===== src/hw/rtl/hdbu_pkg.sv =====
// shared types and constants for the half-duplex bit uart
package hdbu_pkg;

   // item action codes
   typedef enum logic [1:0] {
      ACT_TICK = 2'd0,
      ACT_SEND = 2'd1,
      ACT_RECV = 2'd2,
      ACT_TAKE = 2'd3
   } action_type;

   localparam int DATA_W       = 8;
   localparam int FRAME_W      = DATA_W + 2;
   localparam int BITS_LEFT_W  = 4;

   localparam logic [BITS_LEFT_W-1:0] FRAME_BITS = 4'hA;
   localparam logic [DATA_W-1:0]      FIRST_MASK = 8'h01;
   localparam logic                   LINE_MARK  = 1'b1;
   localparam logic                   LINE_SPACE = 1'b0;

   // one input beat
   typedef struct packed {
      action_type        action;
      logic [DATA_W-1:0] tx_data;
      logic              rx_level;
   } item_type;

   // one result beat
   typedef struct packed {
      logic              tx_line;
      logic              tx_busy;
      logic              rx_busy;
      logic              data_ready;
      logic [DATA_W-1:0] rx_data;
   } result_type;

   // internal counters seen by the top level checks
   typedef struct packed {
      logic [BITS_LEFT_W-1:0] tx_bits_left;
      logic [DATA_W-1:0]      rx_bit_mask;
   } status_type;

endpackage


===== src/hw/rtl/hdbu_in_stage.sv =====
// input register stage holding one request beat
module hdbu_in_stage (
   input  logic                   clock,
   input  logic                   reset,
   input  logic                   req_valid,
   input  logic [1:0]             req_action,
   input  logic [7:0]             req_tx_data,
   input  logic                   req_rx_level,
   output logic                   req_stall,
   input  logic                   item_take,
   output logic                   item_valid,
   output hdbu_pkg::item_type     item
);
   import hdbu_pkg::*;

   logic     valid_ff;
   logic     valid_in;
   item_type item_ff;
   logic     load;

   // hold off the sender only while a held beat cannot move on
   assign req_stall = valid_ff && !item_take;
   assign load      = req_valid && !req_stall;
   assign valid_in  = (valid_ff && !item_take) || load;

   // control
   always_ff @(posedge clock) begin
      if (reset) begin
         valid_ff <= 1'b0;
      end else begin
         valid_ff <= valid_in;
      end
   end

   // payload
   always_ff @(posedge clock) begin
      if (load) begin
         item_ff.action   <= action_type'(req_action);
         item_ff.tx_data  <= req_tx_data;
         item_ff.rx_level <= req_rx_level;
      end
   end

   assign item_valid = valid_ff;
   assign item       = item_ff;

endmodule


===== src/hw/rtl/hdbu_engine.sv =====
// uart state registers and the single-pass update for one item
module hdbu_engine (
   input  logic                   clock,
   input  logic                   reset,
   input  logic                   advance,
   input  hdbu_pkg::item_type     item,
   output hdbu_pkg::result_type   result,
   output hdbu_pkg::status_type   status
);
   import hdbu_pkg::*;

   logic [FRAME_W-1:0]     tx_shift_ff,     tx_shift_in;
   logic [BITS_LEFT_W-1:0] tx_bits_left_ff, tx_bits_left_in;
   logic                   tx_active_ff,    tx_active_in;
   logic                   line_level_ff,   line_level_in;
   logic [DATA_W-1:0]      rx_shift_ff,     rx_shift_in;
   logic [DATA_W-1:0]      rx_bit_mask_ff,  rx_bit_mask_in;
   logic                   rx_active_ff,    rx_active_in;
   logic                   byte_ready_ff,   byte_ready_in;

   // next state for the item in hand
   always_comb begin
      tx_shift_in     = tx_shift_ff;
      tx_bits_left_in = tx_bits_left_ff;
      tx_active_in    = tx_active_ff;
      line_level_in   = line_level_ff;
      rx_shift_in     = rx_shift_ff;
      rx_bit_mask_in  = rx_bit_mask_ff;
      rx_active_in    = rx_active_ff;
      byte_ready_in   = byte_ready_ff;
      case (item.action)
         ACT_TICK: begin
            // reception owns the tick, transmit waits
            if (rx_active_ff) begin
               if (item.rx_level) begin
                  rx_shift_in = rx_shift_ff | rx_bit_mask_ff;
               end else begin
                  rx_shift_in = rx_shift_ff & ~rx_bit_mask_ff;
               end
               if (rx_bit_mask_ff[DATA_W-1]) begin
                  rx_active_in  = 1'b0;
                  byte_ready_in = 1'b1;
               end else begin
                  rx_bit_mask_in = {rx_bit_mask_ff[DATA_W-2:0], 1'b0};
               end
            end else if (tx_active_ff) begin
               if (tx_bits_left_ff == '0) begin
                  tx_active_in = 1'b0;
               end else begin
                  line_level_in   = tx_shift_ff[0];
                  tx_shift_in     = {1'b0, tx_shift_ff[FRAME_W-1:1]};
                  tx_bits_left_in = tx_bits_left_ff - 1'b1;
               end
            end
         end
         ACT_SEND: begin
            // stop bit, data lsb first, start bit
            if (!tx_active_ff) begin
               tx_bits_left_in = FRAME_BITS;
               tx_shift_in     = {LINE_MARK, item.tx_data, LINE_SPACE};
               tx_active_in    = 1'b1;
            end
         end
         ACT_RECV: begin
            if (!tx_active_ff) begin
               rx_active_in   = 1'b1;
               rx_shift_in    = '0;
               rx_bit_mask_in = FIRST_MASK;
            end
         end
         default: begin
            byte_ready_in = 1'b0;
         end
      endcase
   end

   // state registers
   always_ff @(posedge clock) begin
      if (reset) begin
         tx_shift_ff     <= '0;
         tx_bits_left_ff <= '0;
         tx_active_ff    <= 1'b0;
         line_level_ff   <= LINE_MARK;
         rx_shift_ff     <= '0;
         rx_bit_mask_ff  <= FIRST_MASK;
         rx_active_ff    <= 1'b0;
         byte_ready_ff   <= 1'b0;
      end else if (advance) begin
         tx_shift_ff     <= tx_shift_in;
         tx_bits_left_ff <= tx_bits_left_in;
         tx_active_ff    <= tx_active_in;
         line_level_ff   <= line_level_in;
         rx_shift_ff     <= rx_shift_in;
         rx_bit_mask_ff  <= rx_bit_mask_in;
         rx_active_ff    <= rx_active_in;
         byte_ready_ff   <= byte_ready_in;
      end
   end

   // result shows the state after the item
   assign result.tx_line    = line_level_in;
   assign result.tx_busy    = tx_active_in;
   assign result.rx_busy    = rx_active_in;
   assign result.data_ready = byte_ready_in;
   assign result.rx_data    = rx_shift_in;

   assign status.tx_bits_left = tx_bits_left_ff;
   assign status.rx_bit_mask  = rx_bit_mask_ff;

endmodule


===== src/hw/rtl/hdbu_out_stage.sv =====
// result register driving the response channel
module hdbu_out_stage (
   input  logic                   clock,
   input  logic                   reset,
   input  logic                   item_valid,
   input  hdbu_pkg::result_type   result,
   output logic                   out_ready,
   output logic                   rsp_valid,
   input  logic                   rsp_stall,
   output logic                   rsp_tx_line,
   output logic                   rsp_tx_busy,
   output logic                   rsp_rx_busy,
   output logic                   rsp_data_ready,
   output logic [7:0]             rsp_rx_data
);
   import hdbu_pkg::*;

   logic       valid_ff;
   result_type result_ff;
   logic       load;

   // the register takes a new beat when empty or being drained
   assign out_ready = !valid_ff || !rsp_stall;
   assign load      = item_valid && out_ready;

   // control
   always_ff @(posedge clock) begin
      if (reset) begin
         valid_ff <= 1'b0;
      end else if (out_ready) begin
         valid_ff <= item_valid;
      end
   end

   // payload
   always_ff @(posedge clock) begin
      if (load) begin
         result_ff <= result;
      end
   end

   assign rsp_valid      = valid_ff;
   assign rsp_tx_line    = result_ff.tx_line;
   assign rsp_tx_busy    = result_ff.tx_busy;
   assign rsp_rx_busy    = result_ff.rx_busy;
   assign rsp_data_ready = result_ff.data_ready;
   assign rsp_rx_data    = result_ff.rx_data;

endmodule


===== src/hw/rtl/half_duplex_bit_uart_core.sv =====
// half-duplex 8n1 uart stepped by bit-tick beats, top level
// an accepted request beat passes the request register, then the result register, on its way to the response beat
// throughput: one beat per cycle while rsp_stall is low, as the state update is combinational
// while a response waits, the request register takes one more beat if it is empty, then stalls
// reset: synchronous active high, empties both stages, line idles at mark
module half_duplex_bit_uart_core (
   input  logic       clock,
   input  logic       reset,
   input  logic       req_valid,
   output logic       req_stall,
   input  logic [1:0] req_action,
   input  logic [7:0] req_tx_data,
   input  logic       req_rx_level,
   output logic       rsp_valid,
   input  logic       rsp_stall,
   output logic       rsp_tx_line,
   output logic       rsp_tx_busy,
   output logic       rsp_rx_busy,
   output logic       rsp_data_ready,
   output logic [7:0] rsp_rx_data
);
   import hdbu_pkg::*;

   item_type   item;
   logic       item_valid;
   logic       out_ready;
   logic       advance;
   result_type result;
   status_type status;

   assign advance = item_valid && out_ready;

   // request register
   hdbu_in_stage u_in_stage (
      .clock        (clock),
      .reset        (reset),
      .req_valid    (req_valid),
      .req_action   (req_action),
      .req_tx_data  (req_tx_data),
      .req_rx_level (req_rx_level),
      .req_stall    (req_stall),
      .item_take    (out_ready),
      .item_valid   (item_valid),
      .item         (item)
   );

   // uart state and update
   hdbu_engine u_engine (
      .clock   (clock),
      .reset   (reset),
      .advance (advance),
      .item    (item),
      .result  (result),
      .status  (status)
   );

   // result register
   hdbu_out_stage u_out_stage (
      .clock          (clock),
      .reset          (reset),
      .item_valid     (item_valid),
      .result         (result),
      .out_ready      (out_ready),
      .rsp_valid      (rsp_valid),
      .rsp_stall      (rsp_stall),
      .rsp_tx_line    (rsp_tx_line),
      .rsp_tx_busy    (rsp_tx_busy),
      .rsp_rx_busy    (rsp_rx_busy),
      .rsp_data_ready (rsp_data_ready),
      .rsp_rx_data    (rsp_rx_data)
   );

   // receive bit mask always marks exactly one bit
   a_mask_onehot: assert property (@(posedge clock) disable iff (reset)
      $onehot(status.rx_bit_mask))
      else $error("rx bit mask not one-hot");

   // frame counter never exceeds one frame
   a_bits_range: assert property (@(posedge clock) disable iff (reset)
      status.tx_bits_left <= FRAME_BITS)
      else $error("tx bit count out of range");

   // a held request beat reaches the result register when it is free
   a_advance: assert property (@(posedge clock) disable iff (reset)
      (item_valid && !(rsp_valid && rsp_stall)) |=> rsp_valid)
      else $error("request beat not forwarded");

   // stall toward the sender only while the request register is full
   a_stall_full: assert property (@(posedge clock) disable iff (reset)
      req_stall |-> item_valid)
      else $error("stall with empty request register");

endmodule


===== config.mk =====
export PLATFORM = sky130hd
export DESIGN_NAME = half_duplex_bit_uart_core
export DESIGN_NICKNAME = d
export VERILOG_FILES = /design/src/hw/rtl/hdbu_pkg.sv /design/src/hw/rtl/hdbu_in_stage.sv /design/src/hw/rtl/hdbu_engine.sv /design/src/hw/rtl/hdbu_out_stage.sv /design/src/hw/rtl/half_duplex_bit_uart_core.sv
export SDC_FILE = /design/constraint.sdc
export NUM_CORES = 1
export LEC_CHECK = 0
export CORE_MARGIN = 4
export CORE_UTILIZATION = 35
export CTS_CLUSTER_SIZE = 40
export DETAILED_ROUTE_END_ITERATION = 12
export DONT_BUFFER_PORTS = 1
export GPL_TIMING_DRIVEN = 0
export PLACE_DENSITY = 0.5
export SLEW_MARGIN = 20
export SYNTH_ARGS = -nofsm -noshare
export SYNTH_HDL_FRONTEND = slang
export SYNTH_HIERARCHICAL = 1
export SYNTH_SLANG_ARGS = --single-unit

===== constraint.sdc =====
create_clock -name clock -period 2.38 [get_ports clock]
set_input_delay 0.476 -clock clock [delete_from_list [all_inputs] [get_ports clock]]
set_output_delay 0.476 -clock clock [all_outputs]
set_load 0.05 [all_outputs]

==> impl.org <==
** Status
- Outcome :: completed

** STA
- The total count of hold-check failures in the final report came to 0.
- Timing would allow up to 472.5 MHz.
- Headroom to the max-slew limit came out at 38.12%.
- For the pin with the worst max-slew slack, the measured transition is 0.9263 ns.
- RSZ-0062 raised after global routing :: false
- Largest clock skew in the final design :: 0.01288 ns
- Setup violations remaining at the end of the flow were counted as 0.
- The number of slew-limit violations in the final report was 0.
- Final period util :: 88.92%
- For the final routed database, the setup TNS stands at 0 ns.
- Final critical-path required period :: 2.116 ns

** Cells and area
- Number of antenna repair diodes :: 0
- In the final design database the tool counted 284 nets.
- Of the cells placed in the final design, the portion with a size suffix greater than 1 is 17.47%.
- Final cell count without fillers :: 368
- Fraction of the core area covered by cells at the end of the flow :: 41.13%
- Compared with the post-synthesis result, the final layout area differs by 12.88%.
- Counting the fill cells in the layout gives 714.

** Synthesis
- The synthesized design contains 59 register bits.
- Number of distinct library cells after synthesis :: 50
- EDFF count, synth :: 23
- The synthesized netlist occupies a cell area of 0.002671 mm^2.
- Per-instance average area after synthesis :: 10.56 um^2
- The share of the Yosys chip area taken by registers is 52.83%.
- Counting every net in the synthesized netlist gives 273.
- Of all flip-flops after synthesis, the portion carrying an async set or reset was 0%.
- Top FF cell, synth :: sky130_fd_sc_hd__dfxtp_1
- Post-Syn Instances :: 253
- Warnings from Yosys :: 6

** Clocking
- CTS built an H-tree with a depth of 3.
- The clock passes through at most 2 buffers.
- The number of clock buffers added by TritonCTS is 9.
- Clock sink count :: 59
- In this run the post-CTS setup repair buffer count came out at 0.
- Clock tree from TritonCTS :: built
- Gates resized during post-CTS repair numbered 0.
- The cell sitting at the root of the clock tree is a sky130_fd_sc_hd__clkbuf_8.
- Clock slew at the register clock pins of the worst setup and hold paths :: 0.07 ns
- After clock tree synthesis, the flow added hold-fix buffers numbering 0.
- Later-pin clock latency in the skew report :: 0.34 ns

** Setup path
- In this run the worst path has a maximum fanout of 10.
- Data arrival, critical path :: 2.35 ns
- Data required time of the critical path :: 2.61 ns
- Master of the slowest instance on the critical path :: sky130_fd_sc_hd__clkbuf_1
- Launching element type of the critical path :: flop
- Kind of capture point of the worst setup path :: flop
- Critical path class :: reg2reg
- The signal on the critical path passes through nand2_1 -> and2_1 -> buf_2 -> clkbuf_1 -> nor2_1 -> a311oi_1.
- Peak per-stage delay on the critical path :: 0.54 ns

** Route
- Violation count after the first detailed-route iteration :: 115
- Detailed routing inserted a total of 1900 vias.
- DRT antenna net count :: 0
- After detailed routing, the number of vias per cell comes to 5.163.
- The first TritonRoute pass finished after 4 iterations.
- Detailed-route DRC error count :: 0
- Wire length per cell after detailed routing :: 15.27 um
- The final layout contains routed wiring with a total length of 5.618 mm.

** Floorplan
- The die is 95.37 um tall.
- Once the floorplan was initialized, standard cells occupied 36.44% of the core.
- After floorplanning, the core was divided into 31 placement rows.
- Area inside the core boundary :: 0.007331 mm^2
- Die area :: 0.009094 mm^2
- Count of boundary I/O pins :: 29
- Die Span X :: 95.37 um

** Global routing
- Summed over all layers, the global routing overflow is 0.
- Global routing consumed, over all layers together, 13.88% of the routing resources.
- The via count of the first global-routing pass came to 1822.
- First-pass GRT wire length :: 9.356 mm
- Maximum number of pins on one net before global-route repair :: 13
- The initial antenna violation count is 0.

** Place
- Cell count after placement :: 352
- Final estimated routing congestion in global placement :: 0.7662
- Port Buf Inserts :: 0
- Detailed placement ended at an HPWL of 3.899 mm.

** Hold path
- The min-delay analysis places its worst path in the category in2reg.

** Job
- Number of max-cap violations :: 0

** Pwr
- Ratio of total power to cell area :: 777.1 mW/mm^2
- Overall Power :: 2.343 mW
- Static leakage :: 1.052 nW
- The worst-case IR drop observed on VDD is 371.6 uV.
-- stage by stage --
step	hold WS [ns]	instance area [um^2]	worst slack, ns
floorplan	0.4373	2671	0.5486
global placement	0.4569	2795	0.2610
detailed placement	0.4652	2795	0.2449
CTS	0.1844	3015	0.2153
global route	0.1771	3015	0.01793
finish	0.2034	3015	0.2636
-- registers in the layout, indices dropped and copies added (netlist names) --
signal / cells
u_in_stage/item: 11
u_engine/tx_shift_ff: 10
u_out_stage/rsp_data_ready: 1
u_engine/rx_bit_mask_ff: 8
u_engine/line_level_ff: 1
u_engine/byte_ready_ff: 1
u_engine/tx_active_ff: 1
u_engine/rx_active_ff: 1
u_out_stage/rsp_valid: 1
u_in_stage/item_valid: 1
u_out_stage/rsp_tx_busy: 1
u_out_stage/rsp_rx_data: 8
u_engine/tx_bits_left_ff: 4
u_engine/rx_shift_ff: 8
u_out_stage/rsp_tx_line: 1
u_out_stage/rsp_rx_busy: 1
-- layout by cell type, fill, tap and decap left out, types with 2 or more instances in the layout --
cell type                    synthesis  final
sky130_fd_sc_hd__buf_2               2      2
sky130_fd_sc_hd__nor2b_1             2      2
sky130_fd_sc_hd__and2_1              2      2
sky130_fd_sc_hd__o21a_1              2      2
sky130_fd_sc_hd__nand2_1            32     32
sky130_fd_sc_hd__clkinvlp_4          0      2
sky130_fd_sc_hd__o21ai_0            11     11
sky130_fd_sc_hd__nand4_1             2      2
sky130_fd_sc_hd__edfxtp_1           23     23
sky130_fd_sc_hd__dfxtp_1            36     36
sky130_fd_sc_hd__mux2_2              2      2
sky130_fd_sc_hd__inv_1              10     10
sky130_fd_sc_hd__nor4_1              2      2
sky130_fd_sc_hd__buf_1               2      2
sky130_fd_sc_hd__nor2_1             13     13
sky130_fd_sc_hd__nand3_1            11     11
sky130_fd_sc_hd__a211oi_2            8      8
sky130_fd_sc_hd__buf_4               5      5
sky130_fd_sc_hd__ha_1                5      5
sky130_fd_sc_hd__a21oi_1            27     27
sky130_fd_sc_hd__nor3_1              2      2
sky130_fd_sc_hd__mux2i_1            10     10
sky130_fd_sc_hd__clkbuf_8            0     10
sky130_fd_sc_hd__nor2_4              2      2
sky130_fd_sc_hd__a311oi_1            9      9
sky130_fd_sc_hd__clkbuf_1            5      7
sky130_fd_sc_hd__bufinv_16           0      2
sky130_fd_sc_hd__buf_6               3      3
-- Yosys cell counts (2+ instances only) --
cell | instances | area, um^2
sky130_fd_sc_hd__dfxtp_1 | 36 | 720.7
sky130_fd_sc_hd__nand2_1 | 32 | 120.1
sky130_fd_sc_hd__a21oi_1 | 27 | 135.1
sky130_fd_sc_hd__edfxtp_1 | 23 | 690.7
sky130_fd_sc_hd__nor2_1 | 13 | 48.80
sky130_fd_sc_hd__nand3_1 | 11 | 55.05
sky130_fd_sc_hd__o21ai_0 | 11 | 55.05
sky130_fd_sc_hd__inv_1 | 10 | 37.54
sky130_fd_sc_hd__mux2i_1 | 10 | 100.1
sky130_fd_sc_hd__a311oi_1 | 9 | 78.83
sky130_fd_sc_hd__a211oi_2 | 8 | 100.1
sky130_fd_sc_hd__buf_4 | 5 | 37.54
sky130_fd_sc_hd__clkbuf_1 | 5 | 18.77
sky130_fd_sc_hd__ha_1 | 5 | 62.56
sky130_fd_sc_hd__buf_6 | 3 | 33.78
sky130_fd_sc_hd__and2_1 | 2 | 12.51
sky130_fd_sc_hd__buf_1 | 2 | 7.510
sky130_fd_sc_hd__buf_2 | 2 | 10.01
sky130_fd_sc_hd__mux2_2 | 2 | 22.52
sky130_fd_sc_hd__nand4_1 | 2 | 12.51
sky130_fd_sc_hd__nor2_4 | 2 | 22.52
sky130_fd_sc_hd__nor2b_1 | 2 | 12.51
sky130_fd_sc_hd__nor3_1 | 2 | 10.01
sky130_fd_sc_hd__nor4_1 | 2 | 12.51
sky130_fd_sc_hd__o21a_1 | 2 | 15.01
-- layout make-up --
| type | count | area (um^2) | share of cell area (%) |
|---|---|---|---|
| Buffer | 17 | 107.6 | 3.568 |
| Sequential cell | 59 | 1411 | 46.80 |
| Clock inverter | 4 | 75.07 | 2.490 |
| Clock buffer | 12 | 145.1 | 4.813 |
| Tap cell | 99 | 123.9 | 4.108 |
| Inverter | 11 | 41.29 | 1.369 |
| Multi-Input combinational cell | 166 | 1111 | 36.85 |
-- report_power, final --
group	switching [mW]	internal, mW
sequential	0.0572	1.09
clock	0.394	0.619
combinational	0.116	0.0629
total	0.567	1.78
-- worst paths after layout --
| kind | start | to | slack (ns) | cells past startpoint |
|---|---|---|---|---|
| setup / recovery | u_out_stage/rsp_valid | u_engine/rx_shift_ff[3] | 0.26 | 6 |
| hold / removal | reset | u_out_stage/rsp_valid | 0.20 | 1 |
| setup reg to reg | u_out_stage/rsp_valid | u_engine/rx_shift_ff[3] | 0.26 | 6 |
| hold reg to reg | u_engine/rx_shift_ff[0] | u_engine/rx_shift_ff[0] | 0.48 | 2 |
-- layer usage --
metal / GRT usage, % / wire length [um] / up-vias
li1: - / - / 945
met1: 19.34 / 2809 / 903
met3: 3.867 / 243 / 10
met4: 7.332 / 123 / 0
met5: 0 / 0 / -
met2: 19.36 / 2442 / 42
-- critical path, delay by kind of cell (launching register included) --
kind	cells	cell delay [ns]
buffers and inverters	2	0.75
AND/OR/NAND/NOR	3	0.50
flip-flops	1	0.49
AO/OA/AOI/OAI	1	0.27
-- cell families (layout without fill, tap and decap cells) --
group                      count (synthesis)  in the layout  share of synthesized area (%)
adders and majority gates                  5              5                          2.342
buffers and inverters                     28             44                          5.574
AOI/OAI and AO/OA                         71             71                          19.53
DFF                                       59             59                          52.83
and+or+nand+nor                           78             78                          15.13
muxes                                     12             12                          4.590
Note: power is estimated with default switching activity, not from simulation.
